File: config.mk
export PLATFORM = sky130hd
export DESIGN_NAME = stable_priority_queue_top
export DESIGN_NICKNAME = d
export VERILOG_FILES = /design/src/rtl/spq_pkg.sv /design/src/rtl/stable_priority_queue_top.sv /design/src/rtl/spq_cell.sv
export VERILOG_INCLUDE_DIRS = /design/src /design/src/rtl
export SDC_FILE = /design/constraint.sdc
export NUM_CORES = 1
export LEC_CHECK = 0
export BUFFER_PORTS_ARGS = -buffer_cell sky130_fd_sc_hd__clkbuf_2
export CAP_MARGIN = 10
export CORE_MARGIN = 1
export CORE_UTILIZATION = 30
export DETAILED_ROUTE_END_ITERATION = 12
export HOLD_SLACK_MARGIN = 0.08
export PLACE_DENSITY = 0.48
export SYNTH_ARGS = -nofsm -noshare
export SYNTH_HDL_FRONTEND = slang
export SYNTH_SLANG_ARGS = --single-unit
File: constraint.sdc
create_clock -name clk -period 5.43 [get_ports clk]
set_clock_uncertainty 0.15 [all_clocks]
set_input_delay 0.2715 -clock clk [delete_from_list [all_inputs] [get_ports clk]]
set_output_delay 0.2715 -clock clk [all_outputs]
set_load 0.005 [all_outputs]
File: src/rtl/assert_macros.svh
// Assertion macros shared by the RTL. Synthesis builds define SYNTH and
// get empty bodies.
`ifndef ASSERT_MACROS_SVH
`define ASSERT_MACROS_SVH

`ifndef SYNTH

// Check a property on every rising edge outside reset.
`define SPQ_ASSERT(lbl, prop) \
  lbl: assert property (@(posedge clk) disable iff (!rst_n) (prop)) \
    else $error("spq assertion failed");

// Check a property on every rising edge, reset cycles included.
`define SPQ_ASSERT_ALWAYS(lbl, prop) \
  lbl: assert property (@(posedge clk) (prop)) \
    else $error("spq assertion failed");

`else

`define SPQ_ASSERT(lbl, prop)
`define SPQ_ASSERT_ALWAYS(lbl, prop)

`endif

`endif

File: src/rtl/spq_pkg.sv
// ----------------------------------------------------------------------------
// spq_pkg
// Word types, opcodes, status codes and cell commands for the stable
// priority queue.
// ----------------------------------------------------------------------------
`default_nettype none

package spq_pkg;

  localparam int PORT_TAG_W = 16;
  localparam int PRI_W      = 8;
  localparam int OCC_W      = 5;

  localparam logic [1:0] OP_INSERT = 2'd0;
  localparam logic [1:0] OP_REMOVE = 2'd1;
  localparam logic [1:0] OP_LOOKUP = 2'd2;

  localparam logic [1:0] STS_OK       = 2'd0;
  localparam logic [1:0] STS_EMPTY    = 2'd1;
  localparam logic [1:0] STS_FULL     = 2'd2;
  localparam logic [1:0] STS_NOTFOUND = 2'd3;

  typedef struct packed {
    logic [1:0]            opcode;
    logic [PORT_TAG_W-1:0] tag;
    logic [PRI_W-1:0]      priority_req;
  } in_word_t;

  typedef struct packed {
    logic [1:0]            status;
    logic [PORT_TAG_W-1:0] out_tag;
    logic [PRI_W-1:0]      out_priority;
    logic [OCC_W-1:0]      occupancy;
  } out_word_t;

  // Command broadcast to every cell of the chain.
  typedef struct packed {
    logic ins;   // open a slot and drop the new entry in
    logic pop;   // shift toward the head
    logic rot;   // rotate the occupied part by one place
  } cell_cmd_t;

endpackage

`default_nettype wire

File: src/rtl/stable_priority_queue_top.sv
// Insert, remove and no-op words need no scan: the result word is registered
// at the accepting edge, and a new word can enter every cycle while no scan
// runs and the result slot is free or draining. A lookup on a non-empty queue
// rotates the chain once around its occupied part, checking the head each step.
// Synchronous active-low reset empties the queue and drops any held result.
// ----------------------------------------------------------------------------
// stable_priority_queue_top
// Bounded priority queue held as a chain of cells in descending priority
// order; equal priorities leave in arrival order.
// ----------------------------------------------------------------------------
`default_nettype none
`include "assert_macros.svh"

module stable_priority_queue_top
  import spq_pkg::*;
#(
  parameter int DEPTH     = 16,
  parameter int TAG_WIDTH = 16
) (
  input  wire logic      clk,
  input  wire logic      rst_n,
  input  wire logic      in_valid,
  output logic           in_ready,
  input  wire in_word_t  in_word,
  output logic           out_valid,
  input  wire logic      out_ready,
  output out_word_t      out_word
);

  localparam int CNT_W = $clog2(DEPTH + 1);

  // Controller states.
  localparam logic S_IDLE = 1'b0;
  localparam logic S_SCAN = 1'b1;

  logic                 state_r, state_nxt;
  logic [CNT_W-1:0]     count_r, count_nxt;
  logic [CNT_W-1:0]     scan_left_r, scan_left_nxt;
  logic [TAG_WIDTH-1:0] scan_tag_r, scan_tag_nxt;
  logic                 found_r, found_nxt;
  logic [PRI_W-1:0]     found_pri_r, found_pri_nxt;
  logic                 out_valid_r, out_valid_nxt;
  out_word_t            out_word_r, out_word_nxt;

  logic                 in_acc;
  logic                 is_full;
  logic                 is_empty;
  logic                 hit;
  logic [TAG_WIDTH-1:0] in_tag_w;
  cell_cmd_t            cmd;

  logic [TAG_WIDTH-1:0] cell_tag   [DEPTH];
  logic [PRI_W-1:0]     cell_pri   [DEPTH];
  logic                 cell_ahead [DEPTH];
  logic [TAG_WIDTH-1:0] prev_tag   [DEPTH];
  logic [PRI_W-1:0]     prev_pri   [DEPTH];
  logic                 prev_ahead [DEPTH];
  logic [TAG_WIDTH-1:0] next_tag   [DEPTH];
  logic [PRI_W-1:0]     next_pri   [DEPTH];

  // Tags are stored and compared in their low TAG_WIDTH bits.
  assign in_tag_w = TAG_WIDTH'(in_word.tag);

  // Take a word only when idle and the result slot is free or draining.
  assign in_ready = (state_r == S_IDLE) && (!out_valid_r || out_ready);
  assign in_acc   = in_valid && in_ready;
  assign is_full  = count_r == CNT_W'(DEPTH);
  assign is_empty = count_r == '0;
  assign hit      = cell_tag[0] == scan_tag_r;

  // --------------------------------------------------------------------------
  // Cell chain: cell 0 is the head. Each cell sees its two neighbors; the
  // head cell takes the new entry directly, the tail cell refills from itself.
  // --------------------------------------------------------------------------
  for (genvar g = 0; g < DEPTH; g++) begin : g_cell
    if (g == 0) begin : g_first
      assign prev_tag[g]   = in_tag_w;
      assign prev_pri[g]   = in_word.priority_req;
      assign prev_ahead[g] = 1'b0;
    end else begin : g_inner
      assign prev_tag[g]   = cell_tag[g-1];
      assign prev_pri[g]   = cell_pri[g-1];
      assign prev_ahead[g] = cell_ahead[g-1];
    end
    if (g == DEPTH - 1) begin : g_last
      assign next_tag[g] = cell_tag[g];
      assign next_pri[g] = cell_pri[g];
    end else begin : g_body
      assign next_tag[g] = cell_tag[g+1];
      assign next_pri[g] = cell_pri[g+1];
    end

    spq_cell #(
      .IDX       (g),
      .TAG_WIDTH (TAG_WIDTH),
      .CNT_W     (CNT_W)
    ) u_cell (
      .clk        (clk),
      .cmd        (cmd),
      .count      (count_r),
      .new_tag    (in_tag_w),
      .new_pri    (in_word.priority_req),
      .prev_tag   (prev_tag[g]),
      .prev_pri   (prev_pri[g]),
      .prev_ahead (prev_ahead[g]),
      .next_tag   (next_tag[g]),
      .next_pri   (next_pri[g]),
      .head_tag   (cell_tag[0]),
      .head_pri   (cell_pri[0]),
      .tag        (cell_tag[g]),
      .pri        (cell_pri[g]),
      .ahead      (cell_ahead[g])
    );
  end

  // --------------------------------------------------------------------------
  // Control: decode the accepted word, drive the chain, build the result.
  // --------------------------------------------------------------------------
  always_comb begin
    state_nxt     = state_r;
    count_nxt     = count_r;
    scan_left_nxt = scan_left_r;
    scan_tag_nxt  = scan_tag_r;
    found_nxt     = found_r;
    found_pri_nxt = found_pri_r;
    // Hold the result word until the consumer takes it.
    out_valid_nxt = out_valid_r && !out_ready;
    out_word_nxt  = out_word_r;
    cmd           = '0;

    if (state_r == S_IDLE) begin
      if (in_acc) begin
        out_valid_nxt = 1'b1;
        out_word_nxt  = '{status: STS_OK, out_tag: '0, out_priority: '0,
                          occupancy: OCC_W'(count_r)};
        case (in_word.opcode)
          OP_INSERT: begin
            if (is_full) begin
              // Drop the entry, report full.
              out_word_nxt.status = STS_FULL;
            end else begin
              cmd.ins                = 1'b1;
              count_nxt              = count_r + 1'b1;
              out_word_nxt.occupancy = OCC_W'(count_nxt);
            end
          end
          OP_REMOVE: begin
            if (is_empty) begin
              out_word_nxt.status = STS_EMPTY;
            end else begin
              cmd.pop                   = 1'b1;
              count_nxt                 = count_r - 1'b1;
              out_word_nxt.out_tag      = PORT_TAG_W'(cell_tag[0]);
              out_word_nxt.out_priority = cell_pri[0];
              out_word_nxt.occupancy    = OCC_W'(count_nxt);
            end
          end
          OP_LOOKUP: begin
            if (is_empty) begin
              out_word_nxt.status  = STS_EMPTY;
              out_word_nxt.out_tag = PORT_TAG_W'(in_tag_w);
            end else begin
              // Start a full rotation; the result comes at its end.
              out_valid_nxt = 1'b0;
              state_nxt     = S_SCAN;
              scan_left_nxt = count_r;
              scan_tag_nxt  = in_tag_w;
              found_nxt     = 1'b0;
              found_pri_nxt = '0;
            end
          end
          default: begin
            // Unused opcode: no operation, plain ok word.
          end
        endcase
      end
    end else begin
      // Advance the ring by one; the first match at the head wins.
      cmd.rot       = 1'b1;
      scan_left_nxt = scan_left_r - 1'b1;
      found_nxt     = found_r || hit;
      if (!found_r && hit) begin
        found_pri_nxt = cell_pri[0];
      end
      if (scan_left_r == CNT_W'(1)) begin
        // Order is restored after this step: post the result.
        state_nxt     = S_IDLE;
        out_valid_nxt = 1'b1;
        out_word_nxt  = '{status: found_nxt ? STS_OK : STS_NOTFOUND,
                          out_tag: PORT_TAG_W'(scan_tag_r),
                          out_priority: found_pri_nxt,
                          occupancy: OCC_W'(count_r)};
      end
    end
  end

  always_ff @(posedge clk) begin
    if (!rst_n) begin
      state_r     <= S_IDLE;
      count_r     <= '0;
      out_valid_r <= 1'b0;
    end else begin
      state_r     <= state_nxt;
      count_r     <= count_nxt;
      out_valid_r <= out_valid_nxt;
    end
  end

  always_ff @(posedge clk) begin
    scan_left_r <= scan_left_nxt;
    scan_tag_r  <= scan_tag_nxt;
    found_r     <= found_nxt;
    found_pri_r <= found_pri_nxt;
    out_word_r  <= out_word_nxt;
  end

  assign out_valid = out_valid_r;
  assign out_word  = out_word_r;

  // --------------------------------------------------------------------------
  // Assertions
  // --------------------------------------------------------------------------
  `SPQ_ASSERT(a_count_bound, count_r <= CNT_W'(DEPTH))
  `SPQ_ASSERT(a_scan_blocks_input, (state_r == S_SCAN) |-> !in_ready)
  `SPQ_ASSERT(a_full_insert_keeps_count,
              (in_acc && in_word.opcode == OP_INSERT && is_full) |=> $stable(count_r))
  `SPQ_ASSERT(a_scan_end_posts_result,
              (state_r == S_SCAN && scan_left_r == CNT_W'(1)) |=>
              (out_valid_r && state_r == S_IDLE))
  `SPQ_ASSERT(a_scan_nonzero, (state_r == S_SCAN) |-> (scan_left_r != '0 && !out_valid_r))
  `SPQ_ASSERT_ALWAYS(a_reset_clears,
                     !rst_n |=> (count_r == '0 && state_r == S_IDLE && !out_valid_r))

endmodule

`default_nettype wire

File: src/rtl/spq_cell.sv
// ----------------------------------------------------------------------------
// spq_cell
// One slot of the shift-register queue: holds a tag and a priority and
// trades them with its neighbors on insert, pop and rotate.
// ----------------------------------------------------------------------------
`default_nettype none

module spq_cell
  import spq_pkg::*;
#(
  parameter int IDX       = 0,
  parameter int TAG_WIDTH = 16,
  parameter int CNT_W     = 5
) (
  input  wire logic                 clk,
  input  wire cell_cmd_t            cmd,
  input  wire logic [CNT_W-1:0]     count,
  input  wire logic [TAG_WIDTH-1:0] new_tag,
  input  wire logic [PRI_W-1:0]     new_pri,
  input  wire logic [TAG_WIDTH-1:0] prev_tag,
  input  wire logic [PRI_W-1:0]     prev_pri,
  input  wire logic                 prev_ahead,
  input  wire logic [TAG_WIDTH-1:0] next_tag,
  input  wire logic [PRI_W-1:0]     next_pri,
  input  wire logic [TAG_WIDTH-1:0] head_tag,
  input  wire logic [PRI_W-1:0]     head_pri,
  output logic [TAG_WIDTH-1:0]      tag,
  output logic [PRI_W-1:0]          pri,
  output logic                      ahead
);

  logic [TAG_WIDTH-1:0] tag_r, tag_nxt;
  logic [PRI_W-1:0]     pri_r, pri_nxt;
  logic                 occ;
  logic                 last;

  assign occ    = CNT_W'(IDX) < count;
  assign last   = count == CNT_W'(IDX + 1);
  // New entry lands ahead of this slot when the slot is free or weaker.
  assign ahead  = !occ || (pri_r < new_pri);

  always_comb begin
    tag_nxt = tag_r;
    pri_nxt = pri_r;
    if (cmd.ins && ahead) begin
      if (prev_ahead) begin
        tag_nxt = prev_tag;
        pri_nxt = prev_pri;
      end else begin
        tag_nxt = new_tag;
        pri_nxt = new_pri;
      end
    end else if (cmd.pop) begin
      tag_nxt = next_tag;
      pri_nxt = next_pri;
    end else if (cmd.rot) begin
      if (last) begin
        tag_nxt = head_tag;
        pri_nxt = head_pri;
      end else begin
        tag_nxt = next_tag;
        pri_nxt = next_pri;
      end
    end
  end

  always_ff @(posedge clk) begin
    tag_r <= tag_nxt;
    pri_r <= pri_nxt;
  end

  assign tag = tag_r;
  assign pri = pri_r;

endmodule

`default_nettype wire
==> out/qor.txt, run 1 <==
Max IR drop VDD: 0.2163 mV
IO Count: 63
Antenna violations before repair: 1
Cell taking the most area after synthesis: edfxtp_1
Clk Tree Root Cell: clkbuf_16
CP max stage cell: mux2i_4
Reg clk slew, reported paths: 60 ps
WHS: 122.5 ps
Post-synthesis async set-or-reset flop share: 0
CP max FO: 26
Total negative slack: 0 ps
Worst hold path class: input pin to flop
DIE AREA: 99,480 um2
Port Buffers: 62
PD cells: 285.6 nW/um2
Syn-to-layout area delta: 12.23%
Ant. Diodes: 0
WL per Instance: 24.73 um
Global-route wire length before repair: 139.1 mm
Reg2reg start: count_r[1]
Slew @ Worst Pin: 1075 ps
Data required time of the critical path: 5780 ps
Max-slew headroom: 0.2831
Layout Nets: 2,567
Setup crit end kind: flop
Post-CTS Setup Repair Bufs: 0
Syn_area_per_cell: 12.25 um2
Number of H-tree levels: 2
DRC marker count from the first detailed-route iteration: 1,403
Max-cap viol count: 0
RSZ-0062 raised after global routing: no
Flops & latches, synth: 452
Number of flops mapped to enable cells by yosys: 445
Post-Syn Instances: 2,406
CTS Buf Count: 53
Clk sink count: 452
Top cell type's share of synthesized area: 0.4535
Worst Setup SP: count_r[1]
Post-synthesis sequential area ratio: 0.4582
Row count: 114
Remaining Overflow, GRT: 0
Ys flop type: edfxtp_1
Die H: 315.4 um
Vias: 19,891
Clock Path Buffers: 3
Global Route Usage Sum: 0.1839
Final hold viol count: 0
FILL cells: 9,622
Failing checks: design-rule violations
Largest net degree at the start of global routing: 48
Post-DRT Antenna Nets: 0
# DRC: 10
Crit path kind: flop to flop
Synth area leaders: edfxtp_1, mux2i_1, ha_1
Static leakage: 0.01317 uW
Resize count post-CTS: 0
CTS tree: yes
WP data arrival: 4570 ps
Setup Viol. Count Final: 0
Vias in the first global route: 21,053
Most common cell after layout, fill and taps aside: mux2i_1
Share of layout cells above drive strength 1: 0.1158
Starting Density: 0.3038
Period Utilization, post-route: 0.7758
Hold Crit Start: in_word[5]
CP most frequent cell: buf_4
DP HPWL: 65.11 mm
Drt pass-1 iters: 9
Critical Path Max Stage Delay: 840 ps
PnR Total Power: 9447 uW
Drt total wl: 92.18 mm
Fin. max-slew vios: 0
Core outline area: 96,990 um2
Clock insertion delay at the later pin of the skew report: 660 ps
FMAX: 237.4 MHz
Cells along the critical path: buf_4 -> inv_1 -> ha_1 -> nor3b_2 -> a21boi_1 -> nand2_1 -> a21oi_4 -> mux2i_4 -> buf_4 -> o221a_1
Startpoint Class: flop
Cts hold-fix bufs: 22
Final Critical Period: 4213 ps
Synth Cell Area: 29,470 um2
Drt via density: 5.336
Most frequent cells in the layout: mux2i_1, edfxtp_1, ha_1, nand2_1, buf_4
Die Wd: 315.4 um
Post-Syn Nets: 2,559
GPL Wtd Cong: 0.8648
Post-synth cell types: 67
YS warnings: 0
Status: finished, violations left
## power by group
| part | leakage [uW] | total (uW) | internal [uW] | switching [uW] |
|---|---|---|---|---|
| clock | 0.000803 | 3530 | 1960 | 1570 |
| combinational | 0.00818 | 1520 | 580 | 939 |
| sequential | 0.00419 | 4400 | 4200 | 198 |
## routing by layer
layer / up-vias / wire (um) / track usage
li1: 9153 / - / -
met1: 10120 / 42550 / 0.2475
met2: 497 / 43690 / 0.3094
met3: 121 / 3717 / 0.02486
met4: 0 / 2229 / 0.04809
met5: - / 0 / 0
## synth_stat cells (15+ instances only)
| library cell | count |
|---|---|
| nand3_1 | 29 |
| nand2b_1 | 20 |
| nor2_1 | 67 |
| a31oi_1 | 29 |
| mux2i_1 | 930 |
| ha_1 | 123 |
| o21a_1 | 19 |
| or3_1 | 25 |
| a22oi_1 | 18 |
| o221a_1 | 24 |
| clkbuf_1 | 128 |
| xnor2_1 | 20 |
| buf_2 | 75 |
| edfxtp_1 | 445 |
| inv_1 | 21 |
| o21ai_1 | 20 |
| o21ai_0 | 48 |
| nand4_1 | 15 |
| buf_4 | 16 |
| a21oi_1 | 44 |
| nor3_1 | 19 |
| nand2_1 | 120 |
| mux2_1 | 19 |
## flip-flops by register name, summed over array words and instances, names as in the netlist
| register | flops |
|---|---|
| out_valid | 1 |
| scan_tag_r | 16 |
| g_cell.u_cell.tag | 256 |
| found_pri_r | 8 |
| out_word | 31 |
| scan_left_r | 5 |
| state_r | 1 |
| count_r | 5 |
| g_cell.u_cell.pri | 128 |
| found_r | 1 |
## critical path: cells and delay by family, from the launching register on
family	cells	cell delay [ps]
AOI/OAI and AO/OA	3	1280
adders and majority gates	1	260
buffers and inverters	3	680
DFF	1	300
muxes	1	840
and+or+nand+nor	2	580
## metrics by stage
step | cells | area [um2] | setup WS, ps | util
2_1_floorplan | 2406 | 29470 | 1198 | -
3_3_place_gp | 3611 | 31200 | 1368 | 0.3217
3_5_place_dp | 3613 | 31210 | 1222 | 0.3218
4_1_cts | 3728 | 33070 | 1225 | 0.3410
5_1_grt | 3728 | 33070 | 986.6 | 0.3410
6_report | 3728 | 33070 | 1217 | 0.3410
## cell type report
class	count	area, um2	area share
Multi-Input combinational cell	1697	14930	0.4515
Inverter	23	86.33	0.002610
Tap cell	1276	1597	0.04827
Clock inverter	26	240.2	0.007264
Clock buffer	67	1399	0.04230
Timing Repair Buffer	187	1314	0.03972
Sequential cell	452	13500	0.4083
## path summary, 6_finish.rpt
kind                            cells past startpoint  slack, ps                 endpoint
worst max-delay path                               10       1220  g_cell[1].u_cell.tag[1]
worst min-delay path                                2        120  g_cell[0].u_cell.pri[5]
worst max register to register                     10       1220  g_cell[1].u_cell.tag[1]
worst min register to register                      2        410                out_valid
## cell families (layout without fill, tap and decap cells)
kind of cell	after synthesis	after routing	synth area share
fa+ha+maj	123	123	0.05222
flops	452	452	0.4582
xor+xnor	21	21	0.006242
simple gates	334	334	0.05549
compound gates	264	264	0.06212
mux	955	955	0.3255
buf+inv	257	303	0.04025
Note: power is estimated with default switching activity, not from simulation.
==> run 2: changes to the inputs <==
Settings changed: ABC_AREA from default to 1.
Clock period 5.43 ns to 4.2 ns, I/O delays scaled along.
==> out/qor.txt, run 2 <==
Global Route Usage Sum: 0.2545 (+0.07056)
DRC marker count from the first detailed-route iteration: 3,719 (+170%)
Flops & latches, synth: 452 (unchanged)
Number of flops mapped to enable cells by yosys: 445 (unchanged)
Placed cell count: 5,844 (+62%)
Remaining Overflow, GRT: 0 (unchanged)
Cells along the critical path: inv_1 -> ha_1 -> nand2_1 -> inv_2 -> nand2_2 -> nand2_4 -> nor2_4 -> nor2_2 -> buf_4 -> nand2_1 -> buf_4
Clk Tree Root Cell: clkbuf_16
Reg2reg start: count_r[1]
FMAX: 280.5 MHz (+18%)
Cts hold-fix bufs: 5 (-77%)
Drt via density: 5.257 (-1.5%)
Post-synth cell types: 33 (-51%)
Switching Share: 0.3450 (+0.05840)
Simple-gate share of the synthesized area: 0.3811 (+0.3256)
Post-Syn Instances: 4,579 (+90%)
Final hold viol count: 0 (unchanged)
Post-synthesis sequential area ratio: 0.4276 (-0.03059)
CP max stage cell: nor2_2
Max-slew headroom: 0.1946 (-0.08843)
Vias in the first global route: 29,886 (+42%)
Fin. max-slew vios: 0 (unchanged)
FILL cells: 11,502 (+20%)
Psw: 4788 uW (+77%)
CP max FO: 19 (-27%)
Critical path buffers and inverters: 4 (+1)
Clk network pwr share: 0.346 (-0.028)
Setup crit end kind: flop
Port Buffers: 62 (unchanged)
Synth Cell Area: 31,580 um2 (+7.2%)
Hold Crit Start: in_word[6]
Crit path kind: flop to flop
Status: completed
Clock insertion delay at the later pin of the skew report: 650 ps (about the same)
Final Critical Period: 3565 ps (-647.2 ps)
RSZ-0062 raised after global routing: no
Worst hold path class: input pin to flop
Drt pass-1 iters: 6 (-3)
Static leakage: 0.01709 uW (+30%)
Compound-Gate Fraction of Synth Area: 0.07655 (+0.01444)
Resize count post-CTS: 0 (unchanged)
Count leader, synth: nand2_1
Non-filler instance count after layout: 5,953 (+60%)
Clk sink count: 452 (unchanged)
Clock Path Buffers: 3 (unchanged)
Post-Syn Nets: 4,732 (+85%)
Syn_area_per_cell: 6.896 um2 (-44%)
Post-synth top cells: nand2_1, edfxtp_1, nand3_1
DP HPWL: 94.28 mm (+45%)
Largest net degree at the start of global routing: 49 (+2.1%)
WP data arrival: 3790 ps (-780 ps)
Largest family of logic cells by synthesized area: simple AND/OR/NAND/NOR gates
Comb pwr share: 0.230 (+0.069)
Vias: 31,294 (+57%)
Number of H-tree levels: 2 (unchanged)
Max-cap viol count: 0 (unchanged)
Setup Viol. Count Final: 0 (unchanged)
Die Wd: 326.4 um (+3.5%)
R2R depth: 11 (+1)
CTS Buf Count: 57 (+7.5%)
Drt total wl: 138.4 mm (+50%)
Cells on Worst Hold Path: 3 (+1)
Synth area leaders: edfxtp_1, nand2_1, nand3_1
Period Utilization, post-route: 0.8489 (+0.07310)
CP top delay family: simple AND/OR/NAND/NOR gates
Syn-to-layout area delta: 11.49%
Post-DRT Antenna Nets: 0 (unchanged)
Synth Area in XOR/XNOR: 0.002219 (-0.004023)
Int Pwr: 9089 uW (+35%)
Post-synthesis async set-or-reset flop share: 0 (unchanged)
CTS tree: yes
Cell taking the most area after synthesis: edfxtp_1
Most frequent cells in the layout: nand2_1, edfxtp_1, nand3_1, o21ai_0, inv_1
R2R Setup Slk: 630 ps (-580 ps)
Ys flop type: edfxtp_1
Data required time of the critical path: 4420 ps (-1360 ps)
Slew @ Worst Pin: 1207 ps (+131.3 ps)
DIE AREA: 106,600 um2 (+7.1%)
Most common cell after layout, fill and taps aside: nand2_1
Layout Nets: 4,681 (+82%)
Antenna violations before repair: 15 (+14)
Mux contribution to synthesized area: 0 (-0.3255)
Max IR drop VDD: 0.2901 mV (+34%)
Die H: 326.4 um (+3.5%)
GPL Wtd Cong: 0.9036 (+4.5%)
# DRC: 0 (-10)
Adder-Cell Fraction of Synth Area: 0.04874 (-0.003487)
Fin util: 0.3387 (-0.002276)
Share of layout cells above drive strength 1: 0.07327 (-0.04255)
Reg clk slew, reported paths: 60 ps (about the same)
YS warnings: 0 (unchanged)
Worst Hold Path EP: g_cell[0].u_cell.pri[6]
PD cells: 394.2 nW/um2 (+38%)
Core outline area: 103,900 um2 (+7.2%)
Starting Density: 0.3038 (about the same)
PnR Total Power: 13,880 uW (+47%)
Total negative slack: 0 ps (unchanged)
Reg-to-reg endpoint: g_cell[1].u_cell.tag[10]
Row count: 118 (+3.5%)
WL per Instance: 23.24 um (-6.0%)
Top cell type's share of synthesized area: 0.4232 (-0.03028)
Number of flip-flops in the largest register: 256 (unchanged)
Sequential share of power: 0.424 (-0.041)
Post-CTS Setup Repair Bufs: 0 (unchanged)
IO Count: 63 (unchanged)
Critical Path Max Stage Delay: 660 ps (-180 ps)
Global-route wire length before repair: 201.1 mm (+45%)
Startpoint Class: flop
-- run 2: cell count changes in the layout (fill, tap and decap cells not counted), moves of 80 or more --
cell,before,now
nand3_1,27,396
o21ai_0,45,232
nand2_1,120,2425
a21oi_1,44,142
nor2_1,66,146
mux2i_1,929,0
inv_1,21,154
-- run 2: layout make-up --
| type | instances | area (um2) | share of cell area |
|---|---|---|---|
| clock inverters | 18 | 123.9 | 0.003519 |
| flip-flops and latches | 452 | 13500 | 0.3836 |
| multi-input cells | 3628 | 16110 | 0.4576 |
| well taps | 1380 | 1727 | 0.04905 |
| inverters | 177 | 664.4 | 0.01887 |
| diodes | 1 | 2.502 | 0.00007108 |
| repair buffers | 212 | 1461 | 0.04151 |
| clock buffers | 85 | 1613 | 0.04581 |
-- run 2: power by group through the flow --
| stage | logic (uW) | registers, uW | clock network [uW] |
|---|---|---|---|
| after floorplan | 2020 | 5760 | 0 |
| after global placement | 3110 | 5980 | 0 |
| after detailed placement | 3140 | 5970 | 0 |
| after CTS | 3150 | 5880 | 4860 |
| after global routing | 3530 | 5910 | 5010 |
| final | 3190 | 5880 | 4810 |
-- run 2: cell families after synthesis --
group                    after synthesis
flip-flops                           452
AO/OA/AOI/OAI                        467
AND/OR/NAND/NOR                     3030
adder cells (fa/ha/maj)              123
buffers and inverters                499
XOR/XNOR                               8
-- run 2: tightest hold or removal path, stage by stage --
cell and delay, ps:
clkbuf_2 120, inv_1 270, o21ai_0 240
-- run 2: how the worst max path moves through the flow --
stage	from	end	slack [ps]	cells past startpoint
after floorplan	count_r[1]	g_cell[0].u_cell.pri[0]	360	11
after global placement	count_r[1]	g_cell[1].u_cell.tag[11]	710	11
after detailed placement	in_word[5]	g_cell[13].u_cell.tag[9]	630	12
after CTS	count_r[1]	g_cell[1].u_cell.tag[5]	630	11
after global routing	count_r[1]	g_cell[12].u_cell.tag[14]	370	14
final	count_r[1]	g_cell[1].u_cell.tag[10]	630	11
-- run 2: metal layers --
metal  GRT usage  wire, um  vias up
li1            -         -    14764
met3     0.04809     11730      296
met1      0.3360     57990    14955
met5           0        20        -
met4      0.1083      6469        2
met2      0.4060     62140     1277
-- run 2: per-stage QoR --
stage	hold WS, ps	setup WS [ps]	instance area [um2]
after CTS	116.0	632.8	35200
after global routing	138.3	365.9	35200
after detailed placement	363.2	634.9	33410
after global placement	366.8	706.2	33410
final	154.3	634.6	35200
after floorplan	158.9	356.7	31580
